--- src/rtl/pltd_pkg.sv ---
`default_nettype none

package pltd_pkg;

    // command codes
    typedef logic [1:0] cmd_t;
    localparam cmd_t CMD_BEGIN = 2'd0;
    localparam cmd_t CMD_SEEN  = 2'd1;
    localparam cmd_t CMD_END   = 2'd2;
    localparam cmd_t CMD_CLEAR = 2'd3;

    // result kinds
    localparam logic EV_ACK   = 1'b0;
    localparam logic EV_EVICT = 1'b1;

    localparam int CAP_BITS = 6;
    localparam int SER_BITS = 64;
    localparam logic [CAP_BITS-1:0] CAP_RESET = 6'd20;

    typedef logic [CAP_BITS-1:0] cap_t;
    typedef logic [SER_BITS-1:0] serial_t;

endpackage

`default_nettype wire

--- src/rtl/presence_aware_lru_device_table.sv ---
`default_nettype none

// Presence-aware LRU device table. Holds up to STORE_DEPTH device keys with a
// presence flag and a 64-bit sighting serial each. Commands: begin snapshot
// (all entries absent), seen (insert or refresh a key, stamp the next serial;
// key 0 is ignored; a new key with no free slot is dropped and flagged), end
// snapshot (evict until at most capacity_limit entries remain, absent entries
// first, then oldest serial, lowest slot on ties; each eviction is its own
// request on the output before the acknowledgement), clear (empty the table
// silently, restart the serial). One command is worked at a time and in_stall
// is high until its acknowledgement has been loaded into the output register.
// Each scan reads the key/serial memories through a single read port, one slot
// per cycle, with one shared compare unit. Begin snapshot, clear and a seen
// command with key 0 do not scan; a seen command with a nonzero key scans the
// store once, and end snapshot scans it once per eviction and waits whenever
// the output side stalls.
// capacity_limit is written through the cfg channel (always ready) and takes
// effect at the next capacity check of an end snapshot, also one under way.
module presence_aware_lru_device_table #(
    parameter int STORE_DEPTH = 32,
    parameter int KEY_BITS    = 32
) (
    input  wire logic                  clk,
    input  wire logic                  rst_n,
    // command channel
    input  wire logic                  in_valid,
    output      logic                  in_stall,
    input  wire pltd_pkg::cmd_t        cmd,
    input  wire logic [KEY_BITS-1:0]   device_key,
    input  wire logic                  is_default,
    // result channel
    output      logic                  out_valid,
    input  wire logic                  out_stall,
    output      logic                  event_res,
    output      logic [KEY_BITS-1:0]   result_key,
    output      logic                  was_known,
    output      logic                  dropped,
    output      logic                  last,
    // capacity register write
    input  wire logic                  cfg_valid,
    output      logic                  cfg_ready,
    input  wire pltd_pkg::cap_t        cfg_data
);

    import pltd_pkg::*;

    localparam int IDXW = (STORE_DEPTH > 1) ? $clog2(STORE_DEPTH) : 1;
    localparam int CNTW = $clog2(STORE_DEPTH + 1);
    localparam int CMPW = (CNTW > CAP_BITS) ? CNTW : CAP_BITS;
    localparam logic [IDXW-1:0] LAST_IDX = IDXW'(STORE_DEPTH - 1);

    // sequencer states
    localparam logic [2:0] S_IDLE  = 3'd0;
    localparam logic [2:0] S_SCAN  = 3'd1;  // walk the store, one slot per cycle
    localparam logic [2:0] S_UPD   = 3'd2;  // write back the seen key
    localparam logic [2:0] S_EVCHK = 3'd3;  // over capacity?
    localparam logic [2:0] S_EVOUT = 3'd4;  // report and drop the victim
    localparam logic [2:0] S_ACK   = 3'd5;  // acknowledgement

    logic [2:0]             state_reg, state_next;

    // scan pipeline: issue read at scan_idx, check in the cycle after
    logic [IDXW-1:0]        scan_idx_reg, scan_idx_next;
    logic                   scan_done_reg, scan_done_next;
    logic                   chk_vld_reg, chk_vld_next;
    logic [IDXW-1:0]        chk_idx_reg, chk_idx_next;
    logic                   issue;

    // latched request
    cmd_t                   cmd_reg, cmd_next;
    logic [KEY_BITS-1:0]    key_reg, key_next;
    logic                   dflt_in_reg, dflt_in_next;

    // seen search results
    logic                   hit_found_reg, hit_found_next;
    logic [IDXW-1:0]        hit_idx_reg, hit_idx_next;
    logic                   free_found_reg, free_found_next;
    logic [IDXW-1:0]        free_idx_reg, free_idx_next;

    // victim search results
    logic                   best_found_reg, best_found_next;
    logic [IDXW-1:0]        best_idx_reg, best_idx_next;
    logic                   best_present_reg, best_present_next;
    serial_t                best_ser_reg, best_ser_next;
    logic [KEY_BITS-1:0]    best_key_reg, best_key_next;

    // per-slot flags in flops, cleared at once
    logic [STORE_DEPTH-1:0] valid_reg, valid_next;
    logic [STORE_DEPTH-1:0] present_reg, present_next;
    logic [STORE_DEPTH-1:0] dflt_reg, dflt_next;

    logic [CNTW-1:0]        count_reg, count_next;
    serial_t                ctr_reg, ctr_next;
    cap_t                   cap_reg, cap_next;

    // acknowledgement flags
    logic                   ack_known_reg, ack_known_next;
    logic                   ack_drop_reg, ack_drop_next;

    // output register
    logic                   out_valid_reg, out_valid_next;
    logic                   event_reg, event_next;
    logic [KEY_BITS-1:0]    rkey_reg, rkey_next;
    logic                   known_reg, known_next;
    logic                   drop_reg, drop_next;
    logic                   last_reg, last_next;
    logic                   out_free;

    // key and serial memories, one write and one read port
    logic [KEY_BITS-1:0]    key_mem [STORE_DEPTH];
    serial_t                ser_mem [STORE_DEPTH];
    logic [KEY_BITS-1:0]    rd_key_reg;
    serial_t                rd_ser_reg;
    logic                   mem_we;
    logic [IDXW-1:0]        mem_waddr;

    // shared compare unit inputs
    logic                   ent_valid;
    logic                   ent_present;
    logic                   better;
    logic                   over_cap;

    always_ff @(posedge clk)
    begin
        if (mem_we)
        begin
            key_mem[mem_waddr] <= key_reg;
            ser_mem[mem_waddr] <= ctr_reg + SER_BITS'(1);
        end
        rd_key_reg <= key_mem[scan_idx_reg];
        rd_ser_reg <= ser_mem[scan_idx_reg];
    end

    assign out_free  = !out_valid_reg || !out_stall;
    assign issue     = (state_reg == S_SCAN) && !scan_done_reg;
    assign ent_valid   = valid_reg[chk_idx_reg];
    assign ent_present = present_reg[chk_idx_reg];
    assign over_cap  = CMPW'(count_reg) > CMPW'(cap_reg);

    // victim order: absent before present, then older serial; strict so the
    // lowest slot wins a tie
    assign better = !best_found_reg
                 || (best_present_reg && !ent_present)
                 || ((best_present_reg == ent_present) && (rd_ser_reg < best_ser_reg));

    always_comb
    begin
        state_next        = state_reg;
        scan_idx_next     = scan_idx_reg;
        scan_done_next    = scan_done_reg;
        chk_vld_next      = 1'b0;
        chk_idx_next      = chk_idx_reg;
        cmd_next          = cmd_reg;
        key_next          = key_reg;
        dflt_in_next      = dflt_in_reg;
        hit_found_next    = hit_found_reg;
        hit_idx_next      = hit_idx_reg;
        free_found_next   = free_found_reg;
        free_idx_next     = free_idx_reg;
        best_found_next   = best_found_reg;
        best_idx_next     = best_idx_reg;
        best_present_next = best_present_reg;
        best_ser_next     = best_ser_reg;
        best_key_next     = best_key_reg;
        valid_next        = valid_reg;
        present_next      = present_reg;
        dflt_next         = dflt_reg;
        count_next        = count_reg;
        ctr_next          = ctr_reg;
        cap_next          = cap_reg;
        ack_known_next    = ack_known_reg;
        ack_drop_next     = ack_drop_reg;
        out_valid_next    = out_valid_reg && out_stall;
        event_next        = event_reg;
        rkey_next         = rkey_reg;
        known_next        = known_reg;
        drop_next         = drop_reg;
        last_next         = last_reg;
        mem_we            = 1'b0;
        mem_waddr         = hit_found_reg ? hit_idx_reg : free_idx_reg;

        if (cfg_valid)
        begin
            cap_next = cfg_data;
        end

        case (state_reg)
            S_IDLE:
            begin
                if (in_valid)
                begin
                    cmd_next       = cmd;
                    key_next       = device_key;
                    dflt_in_next   = is_default;
                    ack_known_next = 1'b0;
                    ack_drop_next  = 1'b0;
                    case (cmd)
                        CMD_BEGIN:
                        begin
                            present_next = '0;
                            dflt_next    = '0;
                            state_next   = S_ACK;
                        end
                        CMD_SEEN:
                        begin
                            if (device_key == '0)
                            begin
                                state_next = S_ACK;
                            end
                            else
                            begin
                                scan_idx_next   = '0;
                                scan_done_next  = 1'b0;
                                hit_found_next  = 1'b0;
                                free_found_next = 1'b0;
                                state_next      = S_SCAN;
                            end
                        end
                        CMD_END:
                        begin
                            state_next = S_EVCHK;
                        end
                        default:
                        begin
                            valid_next = '0;
                            count_next = '0;
                            ctr_next   = '0;
                            state_next = S_ACK;
                        end
                    endcase
                end
            end

            S_SCAN:
            begin
                if (issue)
                begin
                    scan_idx_next  = scan_idx_reg + IDXW'(1);
                    scan_done_next = (scan_idx_reg == LAST_IDX);
                end
                chk_vld_next = issue;
                chk_idx_next = scan_idx_reg;

                if (chk_vld_reg)
                begin
                    if (cmd_reg == CMD_SEEN)
                    begin
                        if (ent_valid && !hit_found_reg && (rd_key_reg == key_reg))
                        begin
                            hit_found_next = 1'b1;
                            hit_idx_next   = chk_idx_reg;
                        end
                        if (!ent_valid && !free_found_reg)
                        begin
                            free_found_next = 1'b1;
                            free_idx_next   = chk_idx_reg;
                        end
                    end
                    else if (ent_valid && better)
                    begin
                        best_found_next   = 1'b1;
                        best_idx_next     = chk_idx_reg;
                        best_present_next = ent_present;
                        best_ser_next     = rd_ser_reg;
                        best_key_next     = rd_key_reg;
                    end

                    if (chk_idx_reg == LAST_IDX)
                    begin
                        state_next = (cmd_reg == CMD_SEEN) ? S_UPD : S_EVOUT;
                    end
                end
            end

            S_UPD:
            begin
                if (hit_found_reg || free_found_reg)
                begin
                    mem_we                  = 1'b1;
                    valid_next[mem_waddr]   = 1'b1;
                    present_next[mem_waddr] = 1'b1;
                    dflt_next[mem_waddr]    = dflt_in_reg;
                    ctr_next                = ctr_reg + SER_BITS'(1);
                    ack_known_next          = hit_found_reg;
                    if (!hit_found_reg)
                    begin
                        count_next = count_reg + CNTW'(1);
                    end
                end
                else
                begin
                    ack_drop_next = 1'b1;
                end
                state_next = S_ACK;
            end

            S_EVCHK:
            begin
                if (over_cap)
                begin
                    scan_idx_next   = '0;
                    scan_done_next  = 1'b0;
                    best_found_next = 1'b0;
                    state_next      = S_SCAN;
                end
                else
                begin
                    state_next = S_ACK;
                end
            end

            S_EVOUT:
            begin
                if (out_free)
                begin
                    out_valid_next           = 1'b1;
                    event_next               = EV_EVICT;
                    rkey_next                = best_key_reg;
                    known_next               = 1'b0;
                    drop_next                = 1'b0;
                    last_next                = 1'b0;
                    valid_next[best_idx_reg] = 1'b0;
                    count_next               = count_reg - CNTW'(1);
                    state_next               = S_EVCHK;
                end
            end

            S_ACK:
            begin
                if (out_free)
                begin
                    out_valid_next = 1'b1;
                    event_next     = EV_ACK;
                    rkey_next      = (cmd_reg == CMD_SEEN) ? key_reg : '0;
                    known_next     = ack_known_reg;
                    drop_next      = ack_drop_reg;
                    last_next      = 1'b1;
                    state_next     = S_IDLE;
                end
            end

            default:
            begin
                state_next = S_IDLE;
            end
        endcase
    end

    always_ff @(posedge clk or negedge rst_n)
    begin
        if (!rst_n)
        begin
            state_reg        <= S_IDLE;
            scan_idx_reg     <= '0;
            scan_done_reg    <= 1'b0;
            chk_vld_reg      <= 1'b0;
            chk_idx_reg      <= '0;
            cmd_reg          <= CMD_BEGIN;
            key_reg          <= '0;
            dflt_in_reg      <= 1'b0;
            hit_found_reg    <= 1'b0;
            hit_idx_reg      <= '0;
            free_found_reg   <= 1'b0;
            free_idx_reg     <= '0;
            best_found_reg   <= 1'b0;
            best_idx_reg     <= '0;
            best_present_reg <= 1'b0;
            best_ser_reg     <= '0;
            best_key_reg     <= '0;
            valid_reg        <= '0;
            present_reg      <= '0;
            dflt_reg         <= '0;
            count_reg        <= '0;
            ctr_reg          <= '0;
            cap_reg          <= CAP_RESET;
            ack_known_reg    <= 1'b0;
            ack_drop_reg     <= 1'b0;
            out_valid_reg    <= 1'b0;
            event_reg        <= EV_ACK;
            rkey_reg         <= '0;
            known_reg        <= 1'b0;
            drop_reg         <= 1'b0;
            last_reg         <= 1'b0;
        end
        else
        begin
            state_reg        <= state_next;
            scan_idx_reg     <= scan_idx_next;
            scan_done_reg    <= scan_done_next;
            chk_vld_reg      <= chk_vld_next;
            chk_idx_reg      <= chk_idx_next;
            cmd_reg          <= cmd_next;
            key_reg          <= key_next;
            dflt_in_reg      <= dflt_in_next;
            hit_found_reg    <= hit_found_next;
            hit_idx_reg      <= hit_idx_next;
            free_found_reg   <= free_found_next;
            free_idx_reg     <= free_idx_next;
            best_found_reg   <= best_found_next;
            best_idx_reg     <= best_idx_next;
            best_present_reg <= best_present_next;
            best_ser_reg     <= best_ser_next;
            best_key_reg     <= best_key_next;
            valid_reg        <= valid_next;
            present_reg      <= present_next;
            dflt_reg         <= dflt_next;
            count_reg        <= count_next;
            ctr_reg          <= ctr_next;
            cap_reg          <= cap_next;
            ack_known_reg    <= ack_known_next;
            ack_drop_reg     <= ack_drop_next;
            out_valid_reg    <= out_valid_next;
            event_reg        <= event_next;
            rkey_reg         <= rkey_next;
            known_reg        <= known_next;
            drop_reg         <= drop_next;
            last_reg         <= last_next;
        end
    end

    assign in_stall   = (state_reg != S_IDLE);
    assign cfg_ready  = 1'b1;
    assign out_valid  = out_valid_reg;
    assign event_res  = event_reg;
    assign result_key = rkey_reg;
    assign was_known  = known_reg;
    assign dropped    = drop_reg;
    assign last       = last_reg;

endmodule

`default_nettype wire

--- config.mk ---
export PLATFORM = sky130hd
export DESIGN_NAME = presence_aware_lru_device_table
export DESIGN_NICKNAME = d
export VERILOG_FILES = /design/src/rtl/pltd_pkg.sv /design/src/rtl/presence_aware_lru_device_table.sv
export SDC_FILE = /design/constraint.sdc
export NUM_CORES = 2
export LEC_CHECK = 0
export BUFFER_PORTS_ARGS = -buffer_cell sky130_fd_sc_hd__buf_2
export CELL_PAD_IN_SITES_DETAIL_PLACEMENT = 1
export CELL_PAD_IN_SITES_GLOBAL_PLACEMENT = 2
export CORE_MARGIN = 2
export CORE_UTILIZATION = 50
export DETAILED_ROUTE_END_ITERATION = 10
export PLACE_DENSITY = 0.88
export REMOVE_ABC_BUFFERS = 1
export SETUP_SLACK_MARGIN = 0.02
export SYNTH_ARGS = -nofsm -noshare
export SYNTH_HDL_FRONTEND = slang
export SYNTH_SLANG_ARGS = --single-unit
--- constraint.sdc ---
create_clock -name clk -period 7.42 [get_ports clk]
set_clock_uncertainty 0.1 [all_clocks]
set_input_delay 0.371 -clock clk [delete_from_list [all_inputs] [get_ports clk]]
set_output_delay 0.371 -clock clk [all_outputs]
set_load 0.05 [all_outputs]
---- Word-level counts from Yosys, hierarchy flattened ----
Memories as Yosys holds them, arrays and structs flattened. A register that Yosys moved wholly into a read port is not among the register bits.
Index checks and enable logic that the tools add are counted.
word-level totals
  output and inout bits ................... 39
  memories ................................ 2
  flip-flop bits (word level) ............. 343
  RAM bits ................................ 3072
  word-level logic and storage cells ...... 214
memories
  memory   depth  width  rd ports  clocked after Yosys merged registers in  wr ports  RTL line                                RTL
  ser_mem  32     64     1         1                                        1         presence_aware_lru_device_table.sv:111  serial_t ser_mem [STORE_DEPTH];
  key_mem  32     32     1         1                                        1         presence_aware_lru_device_table.sv:110  logic [KEY_BITS-1:0] key_mem [STORE_DEPTH];
cells by class
  add/subtract/negate cells ............... 4
  eq/ne operators ......................... 31
  order comparisons ....................... 7
  mux-type cells .......................... 86
  reduce and logical (&&, ||, !) cells .... 50
  bitwise operators ....................... 5
operators with widths
  cell                                                                          number
  32-bit two-way mux                                                            10
  64-bit two-way mux                                                            3
  32-bit case mux with 2 select lines                                           2
  64-bit case mux with 2 select lines                                           1
  32-bit case mux with 3 select lines                                           1
  64-bit by 1-bit adder with 64-bit output, second input constant               1
  64-bit less-than comparator                                                   1
  32-bit OR                                                                     2
  32-bit AND                                                                    1
  32-bit == test                                                                1
  32-bit zero test                                                              1
  1-bit two-way mux                                                             32
  32-bit NOT                                                                    1
  5-bit two-way mux                                                             6
  6-bit two-way mux                                                             5
  3-bit two-way mux                                                             8
  2-bit != test, second input constant                                          12
  4-bit AND reduction                                                           5
  5-bit by 6-bit less-than comparator with 1-bit output, second input constant  3
  1-bit case mux with 2 select lines                                            9
  3-bit case mux with 6 select lines                                            1
  6-bit case mux with 3 select lines                                            1
  5-bit case mux with 3 select lines                                            1
  5-bit AND reduction                                                           3
  other kinds (31)                                                              72

---- Longest topological paths before layout ----
  depth after elaboration ................. 11
  mapped depth ............................ 16
  gate-level depth less buffers ........... 11

---- Worst setup path after synthesis ----
OpenSTA, ideal clock, no wires.
  kind .................................... register -> register
  from .................................... register state_reg[2]
  to ...................................... memory key_mem[24][0] (enable)
  period minus slack after synthesis ...... 6.345 ns
  data required time ...................... 6.767 ns
  data arrival time ....................... 5.691 ns
  setup slack ............................. 1.075 ns
  setup time .............................. 0.553 ns
  cell stages (with the launch flop) ...... 8
  path buffers ............................ 2
  cell sequence ........................... dfrtp_1 clkbuf_1 nor2_1 nand2_1 nor2_1 o21ai_1 clkbuf_1 nor2_1
on the way
  longest elaborated chain between the ends .. 4
RTL lines
  element                                   RTL line                                RTL
  start: declaration                        presence_aware_lru_device_table.sv:60   logic [2:0] state_reg, state_next;
  start signal: assignment                  presence_aware_lru_device_table.sv:387  state_reg <= state_next;
  3-bit by 2-bit == test with 1-bit output  presence_aware_lru_device_table.sv:187  case (state_reg)
  1-bit two-way mux                         presence_aware_lru_device_table.sv:187
  1-bit two-way mux                         presence_aware_lru_device_table.sv:125  if (mem_we)
  1-bit two-way mux (implied by the code)   presence_aware_lru_device_table.sv:127  key_mem[mem_waddr] <= key_reg;
  end: declaration                          presence_aware_lru_device_table.sv:110
No other way between the ends.

---- Worst setup path in the final report ----
  from .................................... register chk_idx_reg[1]
  to ...................................... register best_ser_reg[0]
on the way
  longest elaborated chain between the ends .. 8
  elaborated cells between the ends (all ways) .. 12
RTL lines
  element                                    RTL line                                RTL
  start: declaration                         presence_aware_lru_device_table.sv:66   logic [IDXW-1:0] chk_idx_reg, chk_idx_next;
  start signal: assignment                   presence_aware_lru_device_table.sv:391  chk_idx_reg <= chk_idx_next;
  1-bit binary-select mux with 5-bit select  presence_aware_lru_device_table.sv:137  assign ent_present = present_reg[chk_idx_reg];
  1-bit two-way mux (implied by the code)    presence_aware_lru_device_table.sv:137
  1-bit zero test                            presence_aware_lru_device_table.sv:143  || (best_present_reg && !ent_present)
  1-bit logical AND                          presence_aware_lru_device_table.sv:143
  1-bit logical OR                           presence_aware_lru_device_table.sv:143
  1-bit logical OR                           presence_aware_lru_device_table.sv:144  || ((best_present_reg == ent_present) && (rd_ser_reg < best_ser_reg));
  1-bit logical AND (*)                      presence_aware_lru_device_table.sv:259  else if (ent_valid && better)
  4-bit AND reduction (no line) (*)          --
  end signal: assignment                     presence_aware_lru_device_table.sv:402  best_ser_reg <= best_ser_next;
  end: declaration                           presence_aware_lru_device_table.sv:84   serial_t best_ser_reg, best_ser_next;
Every way passes the cells marked *; elsewhere a longest branch is shown, timed or not. The select of a mux whose other input is x is not followed.
A chain may end at the register's enable or synchronous reset.

==> run metrics <==
largest cells by area after synthesis edfxtp_1, mux4_2, dfrtp_1; Yosys reg bits 3511; CP top delay family multiplexers; H-tree depth 5; CTS tree built; Max stage delay on crit path 1.03 ns; fin cells 10.5k; Tmin final 5.52 ns; most common cell in the netlist edfxtp_1; Max-Slew Margin vs Limit 8.19%; Nets 6801; register area share after synthesis 75.4%; number of port buffers 82; clock latency on the worst-skew pair 0.92 ns; RSZ-0062 raised after global routing no; core footprint 0.271 mm^2; CP Class reg2reg; Mapped Area 0.136 mm^2; clock root cell clkbuf_16; Starting Density 50.3%; die width 526 um; Via density 6.64; Yosys top cell by area edfxtp_1; first-pass GRT wire length 546000 um; Yosys Warn Count 0; Cells after Synth 6352; status finished clean; final setup violation count 0; CP Max Fanout 46; largest net degree at the start of global routing 145; Cell Rows 191; Max VDD drop 0.000275 V; ANT nets after route 0; Hold WC Path Type in2reg; reg2reg setup slack 1.90 ns; Post-CTS Resized 0; dpl cells 9842; die footprint 0.277 mm^2; critical path's most frequent cell mux4_2; Final Cycle Share 74.4%; initial antenna violation count 6; CP Capture Type register; GR Util All Layers 27.4%; Worst setup SP type register; GPL Wtd Cong 0.769; Die Span Y 526 um; CTS sink count 3511; leak pwr 51.5 nW; num ports 85; Commonest cells post-synth edfxtp_1, mux4_2, nand2_1; drt total wl 379000 um; CTS Buffer Depth 4; fin. max-slew vios 0; Distinct cells, synth 80; Bufs and invs on worst path 1; Post-synth EDFFs 3072; drt first-iter violations 9257; synthesized area per cell 21.5 um^2; hold_ws 0.122 ns; post-DR wirelength/cell 36.0 um; Post-Place Cell Area 0.142 mm^2; Max Fclk 0.181 GHz; total global routing overflow 0; DP Wirelength 177000 um; vias in the first global route 74.1k; routed vias 69.9k; Largest regs ser_mem (2048), key_mem (1024); arrival time at the worst endpoint 6.18 ns; Post-route DRC 0; clock slew at reported path FFs 0.06 ns; Critical Path RT 8.07 ns; Largest Register ser_mem; Synth Flop Type edfxtp_1; Max Cap Viol 0; CTS buffer count 343; Hold Fails Final Rpt 0; slowest cell on the critical path dfrtp_1; Final Cell Area 0.155 mm^2; layout cells sized above 1 28.8%; Async SR Flop Fraction 9.77%; Layout Utilization 57.1%; Detailed Routing Iterations Pass 1 6; pwr/cell area 349 mW/mm^2; critical-path cell list mux4_2, mux4_2, mux2i_1, ha_1, nor2b_1, o21ai_0, a221oi_1, o211a_1, o2111a_1, o21a_4, buf_12, mux2_2; max FFs per register 2048; P&R area growth vs syn 13.6%; Post-CTS Setup Bufs 0; Synth top area share 67.7%; Worst-Margin Slew 1.38 ns
[final timing paths]
kind                                start               to  cells past startpoint
min reg2reg                     event_res        event_res                      1
min in group asynchronous           rst_n   result_key[26]                      3
min                         device_key[7]       key_reg[7]                      4
max in group asynchronous           rst_n      key_reg[17]                      4
max reg2reg                chk_idx_reg[1]  best_ser_reg[0]                     12
max                        chk_idx_reg[1]  best_ser_reg[0]                     12
[final cells by class]
| type | instances | area [um^2] |
|---|---|---|
| Fill cell | 22800 | 116000 |
| Sequential cell | 3511 | 103000 |
| Multi-Input combinational cell | 2395 | 32500 |
| Clock buffer | 430 | 9260 |
| Tap cell | 3570 | 4470 |
| Timing Repair Buffer | 304 | 2930 |
| Clock inverter | 193 | 2300 |
| Inverter | 122 | 465 |
| Antenna cell | 1 | 2.50 |
[kinds of logic after synthesis]
| family | share of synthesized area, % |
|---|---|
| flip-flops | 75.4 |
| other | 0.00275 |
| adder cells (fa/ha/maj) | 0.722 |
| AO/OA/AOI/OAI | 1.90 |
| multiplexers | 17.7 |
| buffers and inverters | 1.38 |
| AND/OR/NAND/NOR | 2.29 |
| XOR/XNOR | 0.630 |
[layout by cell type (no fill, tap or decap), types with 81 or more instances in the layout]
master and instances:
nand2_1 396, buf_4 108, mux4_2 972, dfxtp_1 96, clkbuf_16 351, a21oi_1 84, buf_2 81, dfrtp_1 336
inv_1 120, edfxtp_1 3072, o21ai_0 130
[routing by layer]
metal  global-route usage [%]  vias up  routed length [um]
met5                        0        -                  23
met4                     9.95        4               15000
met3                     5.00      912               37200
met2                     45.0     4628              188000
met1                     37.1    37500              139000
li1                         -    26800                   -
[through the flow]
step | setup slack (ns) | TNS [ns] | total power, W
floorplan | -23.47 | -3508.46 | 0.0329
detailed placement | 2.41 | 0 | 0.0359
finish | 1.90 | 0 | 0.0540
global route | 1.86 | 0 | 0.0556
global placement | 2.53 | 0 | 0.0353
CTS | 2.10 | 0 | 0.0542
[power by group]
part	internal [W]	switching, W
clock	0.0105	0.00769
combinational	0.00544	0.00602
sequential	0.0231	0.00130
total	0.0390	0.0150
[worst register-to-register path: stages (launching register included)]
cell and delay [ns]:
dfrtp_1 1.03, mux4_2 0.49, mux4_2 0.51, mux2i_1 0.71, ha_1 0.25, nor2b_1 0.16, o21ai_0 0.11, a221oi_1 0.30
o211a_1 0.25, o2111a_1 0.21, o21a_4 0.37, buf_12 0.41, mux2_2 0.49
[timing repair]
item,4_1_cts,5_1_grt
hold buffers,56,0
endpoints found under the setup margin,0,0
endpoints found under the hold margin,158,0
No activity file was read; power rests on OpenSTA's default activity.
